[config.mk]
export PLATFORM = sky130hd
export DESIGN_NAME = utf8_to_utf16_transcoder
export DESIGN_NICKNAME = d
export VERILOG_FILES = /design/src/sv/utt_pkg.sv /design/src/sv/utt_front.sv /design/src/sv/utt_queue.sv /design/src/sv/utt_back.sv /design/src/sv/utf8_to_utf16_transcoder.sv
export SDC_FILE = /design/constraint.sdc
export NUM_CORES = 1
export LEC_CHECK = 0
export ABC_AREA = 1
export BUFFER_PORTS_ARGS = -buffer_cell sky130_fd_sc_hd__buf_4
export CORE_ASPECT_RATIO = 1.5
export CORE_UTILIZATION = 54
export DETAILED_ROUTE_END_ITERATION = 8
export PLACE_DENSITY = 0.76
export RECOVER_POWER = 100
export SETUP_SLACK_MARGIN = 0.2
export SLEW_MARGIN = 20
export SYNTH_ARGS = -nofsm -noshare
export SYNTH_HDL_FRONTEND = slang
export SYNTH_SLANG_ARGS = --single-unit
[constraint.sdc]
create_clock -name clk_i -period 2.8 [get_ports clk_i]
set_input_delay 0 -clock clk_i [delete_from_list [all_inputs] [get_ports clk_i]]
set_output_delay 0 -clock clk_i [all_outputs]
set_load 0.02 [all_outputs]
[src/sv/utt_pkg.sv]
// Shared types and constants for the UTF-8 to UTF-16 transcoder.
package utt_pkg;

  localparam int unsigned QueueDepthDefault = 2;

  localparam logic [15:0] UnitRepl      = 16'hFFFD;
  localparam logic [20:0] SuppBase      = 21'h010000;
  localparam logic [5:0]  HiSurrPrefix  = 6'b110110;
  localparam logic [5:0]  LoSurrPrefix  = 6'b110111;

  // One decoded job handed from the front to the back end.
  typedef struct packed {
    logic        has_repl;  // emit FFFD first
    logic        has_main;  // emit the code point after any FFFD
    logic [20:0] cp;
    logic        eos;       // the main unit terminates the string
  } job_t;

endpackage

[src/sv/utt_front.sv]
// Front end: accepts UTF-8 bytes, tracks the pending sequence and builds jobs.
module utt_front (
  input  logic          clk_i,
  input  logic          rst_ni,
  input  logic          in_valid_i,
  output logic          in_ready_o,
  input  logic [7:0]    in_byte_i,
  input  logic          q_full_i,
  output logic          push_o,
  output utt_pkg::job_t job_o
);
  import utt_pkg::*;

  typedef enum logic [2:0] {
    ClsAscii   = 3'd0,
    ClsCont    = 3'd1,
    ClsLead2   = 3'd2,
    ClsLead3   = 3'd3,
    ClsLead4   = 3'd4,
    ClsInvalid = 3'd5
  } byte_class_e;

  logic [1:0]  pend_q, pend_d;
  logic [20:0] part_q, part_d;
  byte_class_e cls;
  logic        accept;
  logic        want_push;
  job_t        job;

  assign in_ready_o = !q_full_i;
  assign accept     = in_valid_i && in_ready_o;

  always_comb begin
    if (!in_byte_i[7]) begin
      cls = ClsAscii;
    end else if (in_byte_i[7:6] == 2'b10) begin
      cls = ClsCont;
    end else if (in_byte_i[7:5] == 3'b110) begin
      cls = ClsLead2;
    end else if (in_byte_i[7:4] == 4'b1110) begin
      cls = ClsLead3;
    end else if (in_byte_i[7:3] == 5'b11110) begin
      cls = ClsLead4;
    end else begin
      cls = ClsInvalid;
    end
  end

  always_comb begin
    pend_d    = pend_q;
    part_d    = part_q;
    job       = '0;
    want_push = 1'b0;
    case (cls)
      ClsAscii: begin
        job.has_repl = (pend_q != 2'd0);
        job.has_main = 1'b1;
        job.cp       = {13'd0, in_byte_i};
        job.eos      = (in_byte_i == 8'd0);
        want_push    = 1'b1;
        pend_d       = 2'd0;
        if (in_byte_i == 8'd0) begin
          part_d = '0;
        end
      end
      ClsCont: begin
        if (pend_q == 2'd0) begin
          job.has_repl = 1'b1;
          want_push    = 1'b1;
        end else begin
          part_d = {part_q[14:0], in_byte_i[5:0]};
          pend_d = pend_q - 2'd1;
          if (pend_q == 2'd1) begin
            job.has_main = 1'b1;
            job.cp       = part_d;
            want_push    = 1'b1;
          end
        end
      end
      ClsLead2: begin
        job.has_repl = (pend_q != 2'd0);
        want_push    = job.has_repl;
        part_d       = {16'd0, in_byte_i[4:0]};
        pend_d       = 2'd1;
      end
      ClsLead3: begin
        job.has_repl = (pend_q != 2'd0);
        want_push    = job.has_repl;
        part_d       = {17'd0, in_byte_i[3:0]};
        pend_d       = 2'd2;
      end
      ClsLead4: begin
        job.has_repl = (pend_q != 2'd0);
        want_push    = job.has_repl;
        part_d       = {18'd0, in_byte_i[2:0]};
        pend_d       = 2'd3;
      end
      default: begin
        job.has_repl = 1'b1;
        want_push    = 1'b1;
        pend_d       = 2'd0;
      end
    endcase
  end

  assign push_o = accept && want_push;
  assign job_o  = job;

  always_ff @(posedge clk_i or negedge rst_ni) begin
    if (!rst_ni) begin
      pend_q <= 2'd0;
      part_q <= '0;
    end else if (accept) begin
      pend_q <= pend_d;
      part_q <= part_d;
    end
  end

endmodule

[src/sv/utt_queue.sv]
// Small job queue between the front end and the back end.
module utt_queue #(
  parameter int unsigned Depth = utt_pkg::QueueDepthDefault
) (
  input  logic          clk_i,
  input  logic          rst_ni,
  input  logic          push_i,
  input  utt_pkg::job_t push_data_i,
  output logic          full_o,
  input  logic          pop_i,
  output logic          head_valid_o,
  output utt_pkg::job_t head_o
);
  import utt_pkg::*;

  localparam int unsigned PtrW = (Depth > 1) ? $clog2(Depth) : 1;
  localparam int unsigned CntW = $clog2(Depth + 1);

  job_t            mem_q [Depth];
  logic [PtrW-1:0] wr_ptr_q, wr_ptr_d, rd_ptr_q, rd_ptr_d;
  logic [CntW-1:0] cnt_q, cnt_d;
  logic            do_push, do_pop;

  assign full_o       = (cnt_q == CntW'(Depth));
  assign head_valid_o = (cnt_q != '0);
  assign head_o       = mem_q[rd_ptr_q];
  assign do_push      = push_i && !full_o;
  assign do_pop       = pop_i && head_valid_o;

  always_comb begin
    wr_ptr_d = wr_ptr_q;
    rd_ptr_d = rd_ptr_q;
    cnt_d    = cnt_q;
    if (do_push) begin
      wr_ptr_d = (wr_ptr_q == PtrW'(Depth - 1)) ? '0 : wr_ptr_q + PtrW'(1);
    end
    if (do_pop) begin
      rd_ptr_d = (rd_ptr_q == PtrW'(Depth - 1)) ? '0 : rd_ptr_q + PtrW'(1);
    end
    if (do_push && !do_pop) begin
      cnt_d = cnt_q + CntW'(1);
    end else if (do_pop && !do_push) begin
      cnt_d = cnt_q - CntW'(1);
    end
  end

  always_ff @(posedge clk_i or negedge rst_ni) begin
    if (!rst_ni) begin
      wr_ptr_q <= '0;
      rd_ptr_q <= '0;
      cnt_q    <= '0;
    end else begin
      wr_ptr_q <= wr_ptr_d;
      rd_ptr_q <= rd_ptr_d;
      cnt_q    <= cnt_d;
    end
  end

  always_ff @(posedge clk_i) begin
    if (do_push) begin
      mem_q[wr_ptr_q] <= push_data_i;
    end
  end

endmodule

[src/sv/utt_back.sv]
// Back end: expands each job into one or two UTF-16 units in an output register.
module utt_back (
  input  logic          clk_i,
  input  logic          rst_ni,
  input  logic          head_valid_i,
  input  utt_pkg::job_t head_i,
  output logic          pop_o,
  output logic          out_valid_o,
  input  logic          out_ready_i,
  output logic [15:0]   code_unit_o,
  output logic          end_of_string_o,
  output logic          last_of_item_o
);
  import utt_pkg::*;

  logic        sub_q, sub_d;
  logic        out_valid_q, out_valid_d;
  logic [15:0] unit_q, unit_d;
  logic        eos_q, eos_d;
  logic        last_q, last_d;
  logic        load;
  logic        big;
  logic        two_units;
  logic [20:0] offset;
  logic [15:0] hi_surr, lo_surr;

  assign big       = (head_i.cp[20:16] != 5'd0);
  assign offset    = head_i.cp - SuppBase;
  assign hi_surr   = {HiSurrPrefix, offset[19:10]};
  assign lo_surr   = {LoSurrPrefix, offset[9:0]};
  assign two_units = (head_i.has_repl && head_i.has_main) || (head_i.has_main && big);

  // A new unit enters the output register when a job is at the queue head and the register is empty or being drained.
  assign load  = head_valid_i && (!out_valid_q || out_ready_i);
  assign pop_o = load && last_d;

  always_comb begin
    if (!sub_q) begin
      unit_d = head_i.has_repl ? UnitRepl : (big ? hi_surr : head_i.cp[15:0]);
    end else begin
      unit_d = head_i.has_repl ? head_i.cp[15:0] : lo_surr;
    end
    last_d = sub_q || !two_units;
    eos_d  = head_i.eos && last_d;
    sub_d  = load ? !last_d : sub_q;
    if (load) begin
      out_valid_d = 1'b1;
    end else if (out_ready_i) begin
      out_valid_d = 1'b0;
    end else begin
      out_valid_d = out_valid_q;
    end
  end

  always_ff @(posedge clk_i or negedge rst_ni) begin
    if (!rst_ni) begin
      sub_q       <= 1'b0;
      out_valid_q <= 1'b0;
    end else begin
      sub_q       <= sub_d;
      out_valid_q <= out_valid_d;
    end
  end

  always_ff @(posedge clk_i) begin
    if (load) begin
      unit_q <= unit_d;
      eos_q  <= eos_d;
      last_q <= last_d;
    end
  end

  assign out_valid_o     = out_valid_q;
  assign code_unit_o     = unit_q;
  assign end_of_string_o = eos_q;
  assign last_of_item_o  = last_q;

endmodule

[src/sv/utf8_to_utf16_transcoder.sv]
// Top level of the UTF-8 to UTF-16 transcoder.
//
//   Channel | Signals                                   | Carries
//   --------+-------------------------------------------+---------------------------
//   in      | in_valid_i, in_ready_o, in_byte_i         | one UTF-8 byte
//   out     | out_valid_o, out_ready_i, code_unit_o,    | one UTF-16 code unit
//           | end_of_string_o, last_of_item_o           |
//
// A byte is taken every cycle while the job queue has room; bytes that give
// no unit still pass through the front end and only update its decoder state.
// Each byte gives 0, 1 or 2 units; the back end writes one unit per cycle to the
// output register unless the output stalls; a two-unit byte keeps its job at
// the queue head until both units are loaded into the registered output.
// Reset clears the decoder state, the queue and the output valid flag.
// A stall on the output fills the queue and then holds in_ready_o low.
module utf8_to_utf16_transcoder #(
  parameter int unsigned QueueDepth = utt_pkg::QueueDepthDefault
) (
  input  logic        clk_i,
  input  logic        rst_ni,
  input  logic        in_valid_i,
  output logic        in_ready_o,
  input  logic [7:0]  in_byte_i,
  output logic        out_valid_o,
  input  logic        out_ready_i,
  output logic [15:0] code_unit_o,
  output logic        end_of_string_o,
  output logic        last_of_item_o
);
  import utt_pkg::*;

  logic q_full;
  logic push;
  job_t push_job;
  logic pop;
  logic head_valid;
  job_t head_job;

  utt_front u_front (
    .clk_i      (clk_i),
    .rst_ni     (rst_ni),
    .in_valid_i (in_valid_i),
    .in_ready_o (in_ready_o),
    .in_byte_i  (in_byte_i),
    .q_full_i   (q_full),
    .push_o     (push),
    .job_o      (push_job)
  );

  utt_queue #(
    .Depth (QueueDepth)
  ) u_queue (
    .clk_i        (clk_i),
    .rst_ni       (rst_ni),
    .push_i       (push),
    .push_data_i  (push_job),
    .full_o       (q_full),
    .pop_i        (pop),
    .head_valid_o (head_valid),
    .head_o       (head_job)
  );

  utt_back u_back (
    .clk_i           (clk_i),
    .rst_ni          (rst_ni),
    .head_valid_i    (head_valid),
    .head_i          (head_job),
    .pop_o           (pop),
    .out_valid_o     (out_valid_o),
    .out_ready_i     (out_ready_i),
    .code_unit_o     (code_unit_o),
    .end_of_string_o (end_of_string_o),
    .last_of_item_o  (last_of_item_o)
  );

endmodule

---- Word-level counts from Yosys, hierarchy flattened ----
Memories as Yosys holds them, arrays and structs flattened.
Index checks and enable logic that the tools add are counted.
operators by class
  $add $sub $neg .......................... 6
  equality and inequality tests ........... 12
  muxes and demuxes ....................... 31
  reduce and logical (&&, ||, !) cells .... 33
operators with widths
  operator                  count
  $pmux W15 S5              1
  $mux W16                  4
  $mux W22                  2
  $pmux W22 S2              1
  $mux W15                  2
  $sub A20 B17 Y20 const B  1
  $mux W3                   4
  $logic_and A1 B1 Y1       11
  $mux W1                   11
  $reduce_bool A5 Y1        2
  $logic_not A8 Y1          1
  $pmux W2 S4               1
  $reduce_bool A2 Y1        4
  $eq A3 B2 Y1 const B      2
  $eq A3 B3 Y1 const B      2
  $logic_not A1 Y1          6
  $mux W2                   3
  $eq A5 B5 Y1 const B      1
  $eq A2 B2 Y1 const B      2
  $eq A4 B4 Y1 const B      1
  $pmux W1 S2               2
  $reduce_and A4 Y1         1
  $reduce_or A4 Y1          1
  $sub A2 B1 Y2 const B     2
  11 further kinds          14
word-level totals
  register bits ........................... 41
  bits in writable memories ............... 48
  input bits .............................. 12
  logic and storage cells ................. 93
  memories kept ........................... 1
memories
  memory         words  width  rd ports  clocked after Yosys merged registers in  write ports  line             source
  u_queue.mem_q  2      24     1         0                                        1            utt_queue.sv:19  job_t mem_q [Depth];

---- Depth between registers and ports, before layout ----
Gate-level depths: netlist of the first run.
  depth after elaboration ................. 15
  gate-level depth with buffers ........... 14
  gate-level depth less buffers ........... 13

---- By module ----
A second synthesis of the first run with hierarchy kept.
unflattened totals
  cells, all modules ...................... 445
  area, all modules ....................... 4441.8 um2
by module, submodules not included
  module     instances  cells an instance  area an instance (um2)
  utt_queue  1          157                2228.4
  utt_front  1          181                1201.2
  utt_back   1          107                1012.2

---- Worst setup path before layout of the first run ----
Ideal clock, no wire load.
  kind .................................... reg2reg
  start point ............................. reg u_back.out_valid_q (netlist: u_back.out_valid_o)
  end point ............................... reg u_queue.cnt_q[1]
  library setup time ...................... 0.131 ns
  data arrival time ....................... 2.516 ns
  data required time ...................... 2.669 ns
  setup slack ............................. 0.153 ns
  stages on the path, launching flop included .. 9
  cell sequence ........................... dfrtp_1 > inv_1 > nor2_1 > a21oi_1 > nand2_1 > ha_1 > a21oi_1 > o21ai_0 > xor2_1
between the ends
  word-level cells in the longest chain between the ends .. 8
  elaborated cells between the ends (all ways) .. 10
  those cells by class .................... mux: 1; reduce/logical: 9
ends and longest elaborated chain
  element                                               line             source
  start, declared                                       utt_back.sv:17   logic out_valid_q, out_valid_d;
  start signal, assigned                                utt_back.sv:61   out_valid_q <= out_valid_d;
  $logic_not A1 Y1 *                                    utt_back.sv:34   assign load = head_valid_i && (!out_valid_q || out_ready_i);
  $logic_or A1 B1 Y1 *                                  utt_back.sv:34
  $logic_and A1 B1 Y1 *                                 utt_back.sv:34
  net u_back.load                                       utt_back.sv:21   logic load;
  $logic_and A1 B1 Y1 *                                 utt_back.sv:35   assign pop_o = load && last_d;
  $logic_and A1 B1 Y1 *                                 utt_queue.sv:28  assign do_pop = pop_i && head_valid_o;
  $logic_not A1 Y1                                      utt_queue.sv:40  if (do_push && !do_pop) begin
  $logic_and A1 B1 Y1                                   utt_queue.sv:40
  $mux W2 / $reduce_bool A2 Y1 (equally long branches)  --
  end signal, assigned                                  utt_queue.sv:55  cnt_q <= cnt_d;
  end, declared                                         utt_queue.sv:21  logic [CntW-1:0] cnt_q, cnt_d;
Mark *: on every way through the listed nets, which the timed path passes. The rest lies on a longest branch.
A chain may end at the register's enable or synchronous reset.

---- Worst setup path after layout of the first run ----
  start point ............................. reg u_queue.rd_ptr_q
  end point ............................... reg u_queue.cnt_q[1]
between the ends
  word-level cells in the longest chain between the ends .. 11
  elaborated cells between the ends (all ways) .. 14
  those cells by class .................... mux: 1; reduce/logical: 12; memory: 1
ends and longest elaborated chain
  element                                               line             source
  start, declared                                       utt_queue.sv:20  logic [PtrW-1:0] wr_ptr_q, wr_ptr_d, rd_ptr_q, rd_ptr_d;
  start signal, assigned                                utt_queue.sv:54  rd_ptr_q <= rd_ptr_d;
  $mem_v2 Z2 W24 *                                      --
  $reduce_bool A5 Y1                                    utt_back.sv:27   assign big = (head_i.cp[20:16] != 5'd0);
  $logic_and A1 B1 Y1                                   utt_back.sv:31   assign two_units = (head_i.has_repl && head_i.has_main) || (head_i.has_main && big);
  $logic_or A1 B1 Y1 *                                  utt_back.sv:31
  $logic_not A1 Y1 *                                    utt_back.sv:43   last_d = sub_q || !two_units;
  $logic_or A1 B1 Y1 *                                  utt_back.sv:43
  net u_back.last_d                                     utt_back.sv:20   logic last_q, last_d;
  $logic_and A1 B1 Y1 *                                 utt_back.sv:35
  $logic_and A1 B1 Y1 *                                 utt_queue.sv:28
  $logic_not A1 Y1                                      utt_queue.sv:40
  $logic_and A1 B1 Y1                                   utt_queue.sv:40
  $mux W2 / $reduce_bool A2 Y1 (equally long branches)  --
Marked as above.

==> summary by stage, run 1 <==
STA
Once routing completed, OpenROAD measured the worst setup slack at 0.314 ns. Setup repair after global routing left no endpoint under its margin. The ratio of final minimum period to clock period is 88.8%.

Headroom to the max-slew limit came out at -6.08%. Derived from the worst setup path, the maximum achievable clock frequency is 402 MHz. The count of pins over their slew limit is 31. The final number of hold-violating endpoints came to 0. The worst-margin pin slew is 1.58 ns. The count of endpoints failing setup in the final report is 0. In the final timing run, aggregate negative setup slack is 0 ns. After layout, the minimum clock period comes to 2.49 ns. The clock tree skew after final layout is 0.0119 ns.

Power
Across the VDD grid, the largest voltage drop is 0.695 mV. The clock group share of total power is 19.2%. The leakage power of the design is 0.00184 uW.

The net switching share of the total power is 37.3%. The combinational power share is 35.0%. The power spent charging and discharging nets is 1700 uW. The sequential fraction of design power is 45.8%. In this run the power density over the cells is 1040 nW/um^2. Internal power comes to 2870 uW.

Clock tree
The number of setup buffers added after CTS is 0. The clock tree from TritonCTS is yes. After clock tree synthesis, the clock-pin slew on the worst setup and hold paths is 0.08 ns.

The CTS sink count is 89. The clock root buffer is sky130_fd_sc_hd__clkbuf_8. The number of H-tree branching levels is 3.

The longest clock path from root to sink contains 2 buffers. The later-pin clock latency in the skew report is 0.36 ns. The total CTS buffers is 9.

Worst setup path
Grouping stages by cell kind, the critical path spends the most delay in simple AND/OR/NAND/NOR gates. The worst-case register-to-register setup slack is 0.31 ns. The arrival time reported for the critical path endpoint is 2.72 ns. The worst setup path is launched from a register. The count of buffer and inverter cells on the critical path is 1. The critical path class is register to register.

The signal on the critical path passes through nand2_1 -> o21ai_2 -> ha_1 -> inv_1 -> nor2_1 -> nand3_1 -> nand3_2 -> nand2_1 -> ha_1 -> a21oi_1 -> o21ai_0 -> xor2_1. The cell with the largest stage delay on the worst path is sky130_fd_sc_hd__dfrtp_1. The highest fanout seen on the critical path is 8.

The endpoint kind of the worst setup timing path is a register. At the worst endpoint, the required time is 3.04 ns. The longest individual stage delay on the worst path is 0.51 ns.

GRT
The global-route wire length before repair is 12000 microns. The pin count of the biggest net entering global routing is 31. The global-route usage over all layers is 21.7%.

The via count of the first global-routing pass came to 2586. The number of antenna violations at the first check in global routing is 0. The total grt overflow is 0.

Final layout
The synthesis-to-layout area growth is 12.9%. The final antenna diode count is 0. The number of nets in the layout is 448. The layout filler cell count is 584. The share of layout cells above drive strength 1 is 8.49%.

Placed design
Input and output buffers added on the ports amount to 31. The pre-CTS setup slack is 0.243 ns. The final weighted congestion in routability-driven placement is 0.947. Detailed placement ended at an HPWL of 5220 microns.

Yosys
Counting flops and latches in the post-synthesis netlist gives 89. Sequential elements use 65.5% of the synthesized area. Yosys printed 0 warnings. The number of cells produced by synthesis is 384. In this run the cell area of the synthesized design comes to 3910 sq um.

The average footprint of a synthesized cell is 10.2 sq um. Synthesis produced a netlist with a net count of 401. Synthesis instantiated 31 different standard cells from the library.

Die
The die covers 7580 sq um. The horizontal die dimension is 71.4 microns. The placeable core region is 6940 sq um.

The height of the die is 106 microns. The number of ports placed on the die boundary is 32. The starting density of the core is 56.3%. In this run the core area contains 37 standard-cell rows.

Detailed routing
Dividing the detail-routed wire length by the instance count gives 14.3 microns. The number of vias per cell after detailed routing is 5.15. In the routed design, unresolved DRC markers number 0. The routed layout has 2649 vias. The total detailed-routing wirelength is 7360 microns.

For this run, the detailed router's first-pass iteration total came to 4. The residual antenna-violating net count after detailed routing is 0. The violation count after the first detailed-routing iteration is 201.

Hold path
The type of the tightest min-delay check is input pin to register.

Job
Across the run, the number of max-cap violations was 1.

Outcome
The flow ran to the end, but the final reports show violations. The checks that failed: max-capacitance violations, max-slew violations.
-- path summary, 6_finish.rpt --
path,from,end,cells past startpoint
setup / recovery,u_queue.rd_ptr_q,u_queue.cnt_q[1],12
hold / removal,in_byte_i[6],u_front.part_q[10],4
setup reg to reg,u_queue.rd_ptr_q,u_queue.cnt_q[1],12
hold reg to reg,u_front.part_q[10],u_front.part_q[10],2
max in group asynchronous,rst_ni,u_front.part_q[0],2
min in group asynchronous,rst_ni,u_queue.rd_ptr_q,2
-- through the flow --
stage                     hold WS, ns  std cells  util (%)  area [sq um]  power (uW)
final                          0.0301        514      63.5          4410        4570
after global routing           0.0307        514      63.5          4410        4870
after CTS                      0.0164        514      64.9          4510        4710
after detailed placement      -0.0823        490      60.9          4230        3830
after global placement        -0.0872        490      60.9          4230        3760
after floorplan                -0.296        384         -          3910        3260
-- layer usage --
metal | vias up | track usage [%] | part of all wire, %
met3 | 17 | 4.36 | 3.4
met1 | 1219 | 24.7 | 40
met5 | - | 0 | 0
met4 | 0 | 11.6 | 3.2
met2 | 70 | 37.8 | 53
li1 | 1343 | - | -
-- kinds of logic after synthesis --
| family | share of synthesized area [%] |
|---|---|
| compound gates | 6.57 |
| xor+xnor | 0.449 |
| fa+ha+maj | 1.60 |
| buf+inv | 6.73 |
| flops | 65.5 |
| mux | 1.54 |
| simple gates | 17.6 |
-- Yosys cell counts --
cell / number / area [sq um]
sky130_fd_sc_hd__buf_6: 1 / 11.3
sky130_fd_sc_hd__a31oi_1: 1 / 6.26
sky130_fd_sc_hd__clkbuf_1: 2 / 7.51
sky130_fd_sc_hd__edfxtp_1: 66 / 1980
sky130_fd_sc_hd__o22ai_1: 2 / 12.5
sky130_fd_sc_hd__inv_1: 51 / 191
sky130_fd_sc_hd__xnor2_1: 1 / 8.76
sky130_fd_sc_hd__nor2_1: 49 / 184
sky130_fd_sc_hd__or2_2: 2 / 12.5
sky130_fd_sc_hd__buf_2: 3 / 15.0
sky130_fd_sc_hd__inv_2: 4 / 15.0
sky130_fd_sc_hd__mux2i_1: 6 / 60.1
sky130_fd_sc_hd__nor3_1: 1 / 5.00
sky130_fd_sc_hd__xor2_1: 1 / 8.76
sky130_fd_sc_hd__nand4_1: 3 / 18.8
sky130_fd_sc_hd__nand2_1: 99 / 372
sky130_fd_sc_hd__a21oi_1: 7 / 35.0
sky130_fd_sc_hd__a21boi_0: 1 / 7.51
sky130_fd_sc_hd__o21ai_1: 1 / 5.00
sky130_fd_sc_hd__o21ai_0: 33 / 165
sky130_fd_sc_hd__dfrtp_1: 23 / 576
sky130_fd_sc_hd__o21ai_2: 2 / 17.5
sky130_fd_sc_hd__o21a_1: 1 / 7.51
sky130_fd_sc_hd__ha_1: 5 / 62.6
sky130_fd_sc_hd__nor2_4: 1 / 11.3
sky130_fd_sc_hd__or2_1: 2 / 12.5
sky130_fd_sc_hd__nand3_1: 9 / 45.0
sky130_fd_sc_hd__nor2_2: 2 / 12.5
sky130_fd_sc_hd__nor4_1: 1 / 6.26
sky130_fd_sc_hd__nand3_2: 1 / 10.0
sky130_fd_sc_hd__buf_4: 3 / 22.5
-- timing repair --
action | CTS | global route
endpoints found under the hold margin | 31 | 0
resized for setup | 0 | 3
endpoints found under the setup margin | 0 | 5
hold buffers | 8 | 0
-- area by class of cell --
type,count,area [sq um],share of cell area (%)
multi-input cells,231,1080,24.6
flip-flops and latches,89,2560,58.0
inverters,55,206,4.68
repair buffers,45,267,6.04
clock inverters,3,38.8,0.880
clock buffers,13,159,3.60
well taps,78,97.6,2.21
-- state kept, by name (all words and copies together) (netlist names) --
signal / cells
u_back.last_of_item_o: 1
u_front.part_q: 15
u_back.out_valid_o: 1
u_queue.mem_q: 48
u_queue.rd_ptr_q: 1
u_queue.wr_ptr_q: 1
u_back.sub_q: 1
u_front.pend_q: 2
u_back.code_unit_o: 16
u_queue.cnt_q: 2
u_back.end_of_string_o: 1
-- tightest hold or removal path, stage by stage --
cell and delay, ns:
sky130_fd_sc_hd__buf_4 0.12, sky130_fd_sc_hd__nor2_4 0.09, sky130_fd_sc_hd__nand2_1 0.06, sky130_fd_sc_hd__o21ai_0 0.07
-- cells in the final DEF, fill, tap and decap left out, types with 2 or more instances in the layout --
cell type                       count
sky130_fd_sc_hd__nand3_1            9
sky130_fd_sc_hd__a21oi_1            7
sky130_fd_sc_hd__nor2_1            50
sky130_fd_sc_hd__ha_1               5
sky130_fd_sc_hd__edfxtp_1          66
sky130_fd_sc_hd__clkbuf_1          25
sky130_fd_sc_hd__dlygate4sd3_1      8
sky130_fd_sc_hd__clkbuf_8          11
sky130_fd_sc_hd__o21ai_2            2
sky130_fd_sc_hd__or2_1              2
sky130_fd_sc_hd__inv_1             51
sky130_fd_sc_hd__mux2i_1            6
sky130_fd_sc_hd__nand4_1            3
sky130_fd_sc_hd__clkbuf_2           2
sky130_fd_sc_hd__buf_4             12
sky130_fd_sc_hd__inv_2              3
sky130_fd_sc_hd__dfrtp_1           23
sky130_fd_sc_hd__clkinv_1           2
sky130_fd_sc_hd__or2_2              2
sky130_fd_sc_hd__o22ai_1            2
sky130_fd_sc_hd__o21ai_0           33
sky130_fd_sc_hd__nand2_1           99
-- power groups by stage --
stage	clock, uW	combinational (uW)	sequential, uW
floorplan	0	1010	2260
global placement	0	1660	2100
detailed placement	0	1710	2120
CTS	886	1730	2090
global route	947	1790	2130
finish	876	1600	2090
Note: power is estimated with default switching activity, not from simulation.
==> inputs of run 2 (changes only) <==
--- a/config.mk
+++ b/config.mk
@@ -10,7 +10,7 @@
 export CORE_ASPECT_RATIO = 1.5
 export CORE_UTILIZATION = 54
 export DETAILED_ROUTE_END_ITERATION = 8
-export PLACE_DENSITY = 0.76
+export PLACE_DENSITY = 0.73
 export RECOVER_POWER = 100
 export SETUP_SLACK_MARGIN = 0.2
 export SLEW_MARGIN = 20
==> run 2 against run 1 <==
Compared with the run above:
- the flow still finishes with violations (max-capacitance violations, max-slew violations)
- count of clock-buffer cells in the layout down 1
- sequential power about the same
- hold slack better by 0.0017 ns
- register-to-register slack better by 0.06 ns
- non-clock buffer count down 1
- largest cell class unchanged
- clock skew down 0.00069 ns
- fmax up 2.5%
- critical path type unchanged
- wire length down 0.95%
- critical path depth down 1
==> summary by stage, run 2 (synthesized netlist as in run 1, its figures left out) <==
Worst setup path
The critical path launch point type is a register (unchanged). The endpoint kind of the worst setup timing path is a register (unchanged). The reg-to-reg critical path startpoint is u_queue.rd_ptr_q (unchanged). The end of the worst register-to-register path is u_queue.cnt_q[1] (unchanged). The number of cells on the worst reg-to-reg path is 11 (was 12). The worst endpoint required time is 3.04 ns (about the same).

The worst-case register-to-register setup slack is 0.37 ns (was 0.31 ns). The arrival time reported for the critical path endpoint is 2.67 ns (was 2.72 ns). The critical path class is register to register (unchanged). The highest fanout seen on the critical path is 7 (was 8).

Detailed routing
The average routed wire per standard cell is 14.2 microns (was 14.3 microns). The total detailed-routing wirelength is 7290 microns (was 7360 microns). The residual antenna-violating net count after detailed routing is 0 (unchanged). The number of DRC violations after detailed routing was 0 (unchanged). The total via count in the routed design is 2641 (was 2649). The number of vias per cell after detailed routing is 5.15 (about the same). The violation count after the first detailed-routing iteration is 149 (was 201). The number of search-and-repair iterations in the first detailed-routing pass is 4 (unchanged).

STA
The count of pins over their slew limit is 31 (unchanged). The time the worst path needs with I/O delays and setup is 2.43 ns (was 2.49 ns). The count of endpoints failing setup in the final report is 0 (unchanged). The slack of the critical path is 0.375 ns (was 0.314 ns). The final number of hold-violating endpoints is 0 (unchanged). The peak clock frequency supported by timing was 412 MHz (was 402 MHz). The worst max-slew margin expressed relative to the limit is -10.2% (was -6.08%).

Unrepaired setup endpoints after global routing: false (unchanged). The worst hold slack came to 0.0318 ns (was 0.0301 ns). The final-layout setup total negative slack is 0 ns (unchanged). The clock tree skew after final layout is 0.0112 ns (was 0.0119 ns).

The worst-margin pin slew was 1.64 ns (was 1.58 ns). The ratio of final minimum period to clock period was 86.6% (was 88.8%).

Clock tree
The CTS sink count is 89 (unchanged). The clock root buffer is sky130_fd_sc_hd__clkbuf_8 (unchanged). The maximum buffer depth of the clock tree came to 2 (unchanged). The later-pin clock latency in the skew report is 0.36 ns (about the same).

The clock input transition at the sequential cells of the worst setup and hold paths is 0.08 ns (about the same). The total CTS buffers is 9 (unchanged). The clock tree from TritonCTS was yes (unchanged).

The number of H-tree branching levels is 3 (unchanged).

Final layout
The footprint of the multi-input gates was 1080 sq um (about the same). The register bank with the most flops is u_queue.mem_q (unchanged). The layout filler cell count came to 615 (was 584). The number of nets in the layout is 447 (was 448). The share of layout cells above drive strength 1 is 8.51% (was 8.49%).

Most frequent cells in the layout: sky130_fd_sc_hd__nand2_1 (99), sky130_fd_sc_hd__edfxtp_1 (66), sky130_fd_sc_hd__inv_1 (51), sky130_fd_sc_hd__nor2_1 (50), sky130_fd_sc_hd__o21ai_0 (34) (was sky130_fd_sc_hd__nand2_1 (99), sky130_fd_sc_hd__edfxtp_1 (66), sky130_fd_sc_hd__inv_1 (51), sky130_fd_sc_hd__nor2_1 (50), sky130_fd_sc_hd__o21ai_0 (33)). The synthesis-to-layout area growth is 11.7% (was 12.9%). The sequential cell area in the final layout came to 2560 sq um (about the same). The most frequent standard cell in the layout excluding fill and tap cells is sky130_fd_sc_hd__nand2_1 (unchanged).

The final antenna diode count is 0 (unchanged). The number of flip-flops under the largest register name was 48 (unchanged).

Placed design
The number of buffer cells added on primary ports is 31 (unchanged). The pre-CTS setup slack was 0.353 ns (was 0.243 ns). The sum of net half-perimeters after detailed placement is 5240 microns (was 5220 microns). The final weighted congestion in routability-driven placement was 0.915 (was 0.947).

Hold path
The type of the tightest min-delay check is input pin to register (unchanged). The number of cells on the worst hold path came to 4 (unchanged). The startpoint of the lowest-slack hold path is in_byte_i[6] (unchanged).

The worst hold path endpoint was u_front.part_q[10] (unchanged).

Die
The starting density of the core came to 56.3% (unchanged). The horizontal die dimension was 71.4 microns (unchanged). The placement row count is 37 (unchanged). The number of ports placed on the die boundary is 32 (unchanged). The total die area is 7580 sq um (unchanged).

The placeable core region is 6940 sq um (unchanged). The height of the die was 106 microns (unchanged).

GRT
The pin count of the biggest net entering global routing is 31 (unchanged). The global-route wire length before repair is 11900 microns (was 12000 microns). The number of antenna violations at the first check in global routing is 0 (unchanged). The via count of the first global-routing pass is 2614 (was 2586). The global-route usage over all layers is 21.3% (was 21.7%). The total grt overflow came to 0 (unchanged).

Power
The combinational power share came to 35.8% (was 35.0%). The leakage power of the design is 0.00182 uW (was 0.00184 uW). The internal portion of total power came to 2750 uW (was 2870 uW). The largest voltage drop on the vdd net came to 0.513 mV (was 0.695 mV). The net switching share of the total power is 38.0% (was 37.3%).

The sequential fraction of design power is 47.2% (was 45.8%). The clock group share of total power is 17.0% (was 19.2%). The power spent charging and discharging nets is 1690 uW (was 1700 uW). The sum of internal, switching and leakage power is 4440 uW (was 4570 uW). The cell area power density is 1020 nW/um^2 (was 1040 nW/um^2).

Outcome
Outcome: finished, violations left (unchanged). Failing checks: max-capacitance violations, max-slew violations (unchanged).

Job
The max-cap check violation count was 1 (unchanged).
[run 2: changes by cell type in the layout (fill, tap and decap cells not counted), sizes merged]
cell,change
bufinv,-1
clkbuf,-1
clkinv,+2
dlygate4sd3,-1
[run 2: layout make-up]
class / instances / area share, %
Inverter: 55 / 4.73
Sequential cell: 89 / 58.6
Clock inverter: 4 / 0.430
Clock buffer: 12 / 3.33
Timing Repair Buffer: 44 / 5.88
Tap cell: 78 / 2.24
Multi-Input combinational cell: 231 / 24.7
[run 2: worst max path at each step]
stage          slack [ns]             endpoint  cells after the start         startpoint
6_report             0.37     u_queue.cnt_q[1]                     11   u_queue.rd_ptr_q
5_1_grt              0.13     u_queue.cnt_q[1]                     11   u_queue.rd_ptr_q
4_1_cts              0.35     u_queue.cnt_q[1]                     11   u_queue.rd_ptr_q
3_5_place_dp         0.35     u_queue.cnt_q[1]                     11   u_queue.rd_ptr_q
3_3_place_gp         0.45     u_queue.cnt_q[1]                     11   u_queue.rd_ptr_q
2_1_floorplan        0.34  u_queue.mem_q[0][0]                      8  u_front.pend_q[0]
[run 2: through the flow]
stage | instances | area, sq um | util [%]
after global routing | 513 | 4360 | 62.8
after detailed placement | 490 | 4230 | 60.9
after global placement | 490 | 4230 | 60.9
after CTS | 513 | 4470 | 64.3
final | 513 | 4360 | 62.8
after floorplan | 384 | 3910 | -
[run 2: repair_timing]
action                     in CTS  in global routing
resized for setup               0                  2
hold endpoints to repair       30                  0
hold buffers                    7                  0
setup endpoints to repair       0                  1
setup buffers                   0                  0
[run 2: power groups by stage]
stage	registers (uW)	clock network [uW]	logic [uW]
2_1_floorplan	2260	0	1010
3_3_place_gp	2100	0	1670
3_5_place_dp	2120	0	1720
4_1_cts	2090	769	1740
5_1_grt	2130	824	1770
6_report	2090	754	1590
[run 2: layer usage]
layer	part of all wire, %	vias to the layer above	global-route usage [%]
met5	0	-	0
met4	2.2	0	9.57
met3	3.2	11	5.69
met2	53	61	36.7
met1	42	1235	24.5
li1	-	1334	-
[run 2: critical path, cell delays in order (launching register included)]
cell and delay (ns):
sky130_fd_sc_hd__dfrtp_2 0.45, sky130_fd_sc_hd__o21ai_0 0.26, sky130_fd_sc_hd__ha_1 0.23, sky130_fd_sc_hd__inv_1 0.05, sky130_fd_sc_hd__nor2_1 0.20, sky130_fd_sc_hd__nand3_1 0.21, sky130_fd_sc_hd__nand3_2 0.15, sky130_fd_sc_hd__nand2_1 0.08
sky130_fd_sc_hd__ha_1 0.33, sky130_fd_sc_hd__a21oi_1 0.11, sky130_fd_sc_hd__o21ai_0 0.10, sky130_fd_sc_hd__xor2_1 0.15
==> inputs of run 3 (changes only) <==
--- a/config.mk
+++ b/config.mk
@@ -10,7 +10,7 @@
 export CORE_ASPECT_RATIO = 1.5
 export CORE_UTILIZATION = 54
 export DETAILED_ROUTE_END_ITERATION = 8
-export PLACE_DENSITY = 0.73
+export PLACE_DENSITY = 0.75
 export RECOVER_POWER = 100
 export SETUP_SLACK_MARGIN = 0.2
 export SLEW_MARGIN = 20
==> run 3 against run 2 <==
Compared with the run above:
- the run still ends with max-capacitance violations, max-slew violations left
- first-iteration DRC count is 15% lower
- cell area grew 0.72%
- power is 0.22% higher
- global-route usage shrank 1.9 points
- sequential share of layout area shrank 0.42 points
==> summary by stage, run 3 (synthesized netlist as in run 1, its figures left out) <==
Placed design
The placed instance area is 4230 sq um (unchanged). The pre-CTS setup slack is 0.236 ns (was 0.353 ns). The final weighted congestion in routability-driven placement came to 0.908 (was 0.915). The sum of net half-perimeters after detailed placement is 4950 microns (was 5240 microns). The number of buffer cells added on primary ports was 31 (unchanged).

Die
The number of ports placed on the die boundary was 32 (unchanged). The height of the die is 106 microns (unchanged). The starting density of the core is 56.3% (unchanged). The total die area is 7580 sq um (unchanged). The placement row count is 37 (unchanged). The placeable core region is 6940 sq um (unchanged).

The horizontal die dimension was 71.4 microns (unchanged).

Clock tree
The clock root buffer is sky130_fd_sc_hd__clkbuf_8 (unchanged). The later-pin clock latency in the skew report was 0.35 ns (was 0.36 ns). The total CTS buffers is 9 (unchanged). The number of H-tree branching levels is 3 (unchanged). The CTS sink count is 89 (unchanged). The clock tree from TritonCTS is yes (unchanged). The clock input transition at the sequential cells of the worst setup and hold paths came to 0.09 ns (was 0.08 ns). The maximum buffer depth of the clock tree is 2 (unchanged). The post-CTS setup repair buffer count is 0 (unchanged).

STA
The final-layout setup total negative slack is 0 ns (unchanged). The clock tree skew after final layout is 0.0139 ns (was 0.0112 ns). The final number of hold-violating endpoints is 0 (unchanged).

The time the worst path needs with I/O delays and setup is 2.47 ns (was 2.43 ns). Unrepaired setup endpoints after global routing: false (unchanged). The count of pins over their slew limit is 31 (unchanged).

The worst max-slew margin expressed relative to the limit was -5.44% (was -10.2%). The ratio of final minimum period to clock period is 88.1% (was 86.6%). The slack of the critical path is 0.334 ns (was 0.375 ns). The peak clock frequency supported by timing was 405 MHz (was 412 MHz). The worst-margin pin slew is 1.57 ns (was 1.64 ns). The count of endpoints failing setup in the final report is 0 (unchanged).

Detailed routing
The total via count in the routed design is 2579 (was 2641). The number of search-and-repair iterations in the first detailed-routing pass is 4 (unchanged). The total detailed-routing wirelength is 6780 microns (was 7290 microns). The number of DRC violations after detailed routing is 0 (unchanged). The number of vias per cell after detailed routing is 5.02 (was 5.15).

The average routed wire per standard cell is 13.2 microns (was 14.2 microns). The residual antenna-violating net count after detailed routing was 0 (unchanged). The violation count after the first detailed-routing iteration was 127 (was 149).

GRT
The global-route usage over all layers was 19.4% (was 21.3%). The via count of the first global-routing pass is 2412 (was 2614). The number of antenna violations at the first check in global routing was 0 (unchanged).

The global-route wire length before repair is 10900 microns (was 11900 microns). The pin count of the biggest net entering global routing is 31 (unchanged). The total grt overflow came to 0 (unchanged).

Job
The max-cap check violation count is 1 (unchanged).

Worst setup path
The critical path launch point type is a register (unchanged). The reg-to-reg critical path startpoint is u_queue.rd_ptr_q (unchanged). The end of the worst register-to-register path is u_queue.cnt_q[1] (unchanged). The highest fanout seen on the critical path came to 13 (was 7). The critical path class is register to register (unchanged). The arrival time reported for the critical path endpoint is 2.69 ns (was 2.67 ns). The endpoint kind of the worst setup timing path is a register (unchanged). The worst endpoint required time is 3.03 ns (was 3.04 ns).

The number of cells on the worst reg-to-reg path was 11 (unchanged). The worst-case register-to-register setup slack is 0.33 ns (was 0.37 ns).

Power
The net switching share of the total power is 37.9% (was 38.0%). The cell area power density was 1010 nW/um^2 (was 1020 nW/um^2). The largest voltage drop on the vdd net is 0.648 mV (was 0.513 mV).

The power spent charging and discharging nets is 1690 uW (about the same). The clock group share of total power was 17.9% (was 17.0%). The internal portion of total power came to 2760 uW (was 2750 uW).

The leakage power of the design was 0.00182 uW (about the same). The combinational power share is 34.8% (was 35.8%). The sequential fraction of design power is 47.3% (was 47.2%).

Outcome
Failing checks: max-capacitance violations, max-slew violations (unchanged). Outcome: finished, violations left (unchanged).

Final layout
The final antenna diode count is 0 (unchanged). The number of flip-flops under the largest register name is 48 (unchanged). The synthesis-to-layout area growth came to 12.5% (was 11.7%).

The final standard cell area without fillers is 4390 sq um (was 4360 sq um). The share of layout cells above drive strength 1 came to 9.17% (was 8.51%). The register bank with the most flops is u_queue.mem_q (unchanged). The final core utilization is 63.3% (was 62.8%). The number of nets in the layout is 448 (was 447).

Most frequent cells in the layout: sky130_fd_sc_hd__nand2_1 (99), sky130_fd_sc_hd__edfxtp_1 (66), sky130_fd_sc_hd__inv_1 (51), sky130_fd_sc_hd__nor2_1 (49), sky130_fd_sc_hd__o21ai_0 (34) (was sky130_fd_sc_hd__nand2_1 (99), sky130_fd_sc_hd__edfxtp_1 (66), sky130_fd_sc_hd__inv_1 (51), sky130_fd_sc_hd__nor2_1 (50), sky130_fd_sc_hd__o21ai_0 (34)). The most frequent standard cell in the layout excluding fill and tap cells is sky130_fd_sc_hd__nand2_1 (unchanged).

Hold path
The type of the tightest min-delay check is input pin to register (unchanged). The startpoint of the lowest-slack hold path is out_ready_i (was in_byte_i[6]). The number of cells on the worst hold path is 3 (was 4).

The worst hold path endpoint was u_back.out_valid_o (was u_front.part_q[10]).
-- run 3: final cells by class --
type | instances | area, sq um
clock buffer | 11 | 141
sequential | 89 | 2560
tap | 78 | 97.6
inverter | 55 | 206
multi-input combinational | 231 | 1080
timing repair buffer | 45 | 267
fill | 591 | 2550
clock inverter | 5 | 41.3
-- run 3: worst max-delay path, stage by stage (launching register included) --
cell,delay (ns)
sky130_fd_sc_hd__dfrtp_2,0.51
sky130_fd_sc_hd__o21ai_0,0.27
sky130_fd_sc_hd__ha_1,0.22
sky130_fd_sc_hd__inv_1,0.06
sky130_fd_sc_hd__nor2_2,0.17
sky130_fd_sc_hd__nand3_1,0.18
sky130_fd_sc_hd__nand3_2,0.15
sky130_fd_sc_hd__nand2_1,0.08
sky130_fd_sc_hd__ha_1,0.33
sky130_fd_sc_hd__a21oi_1,0.12
sky130_fd_sc_hd__o21ai_0,0.11
sky130_fd_sc_hd__xor2_1,0.16
-- run 3: worst max path at each step --
stage | start | end | slack (ns) | cells past startpoint
2_1_floorplan | u_front.pend_q[0] | u_queue.mem_q[0][0] | 0.34 | 8
3_5_place_dp | u_queue.rd_ptr_q | u_queue.cnt_q[1] | 0.24 | 11
4_1_cts | u_queue.rd_ptr_q | u_queue.cnt_q[1] | 0.22 | 11
6_report | u_queue.rd_ptr_q | u_queue.cnt_q[1] | 0.33 | 11
5_1_grt | u_queue.rd_ptr_q | u_queue.cnt_q[1] | 0.16 | 11
3_3_place_gp | u_queue.rd_ptr_q | u_queue.cnt_q[1] | 0.35 | 11
-- run 3: stage by stage --
step | hold slack [ns] | power (uW) | std cells
2_1_floorplan | -0.296 | 3260 | 384
3_3_place_gp | -0.0845 | 3750 | 490
3_5_place_dp | -0.0814 | 3800 | 490
4_1_cts | 0.0138 | 4600 | 513
5_1_grt | 0.0264 | 4740 | 514
6_report | 0.0198 | 4450 | 514
-- run 3: repair_timing --
action,4_1_cts,5_1_grt
endpoints found under the setup margin,0,1
endpoints found under the hold margin,32,1
gates resized for setup,0,3
hold buffers,7,1
-- run 3: routing by layer --
| metal | vias up | wire [microns] | share of wire (%) | GRT usage [%] |
|---|---|---|---|---|
| met3 | 17 | 244 | 3.6 | 5.40 |
| met1 | 1153 | 2920 | 43 | 22.5 |
| li1 | 1346 | - | - | - |
| met2 | 63 | 3400 | 50 | 32.7 |
| met4 | 0 | 218 | 3.2 | 9.86 |
| met5 | - | 0 | 0 | 0 |
-- run 3: power by group through the flow --
stage	Sequential, uW	Combinational [uW]	Clock [uW]
2_1_floorplan	2260	1010	0
3_3_place_gp	2120	1640	0
3_5_place_dp	2130	1680	0
4_1_cts	2100	1690	809
5_1_grt	2140	1720	872
6_report	2100	1550	793
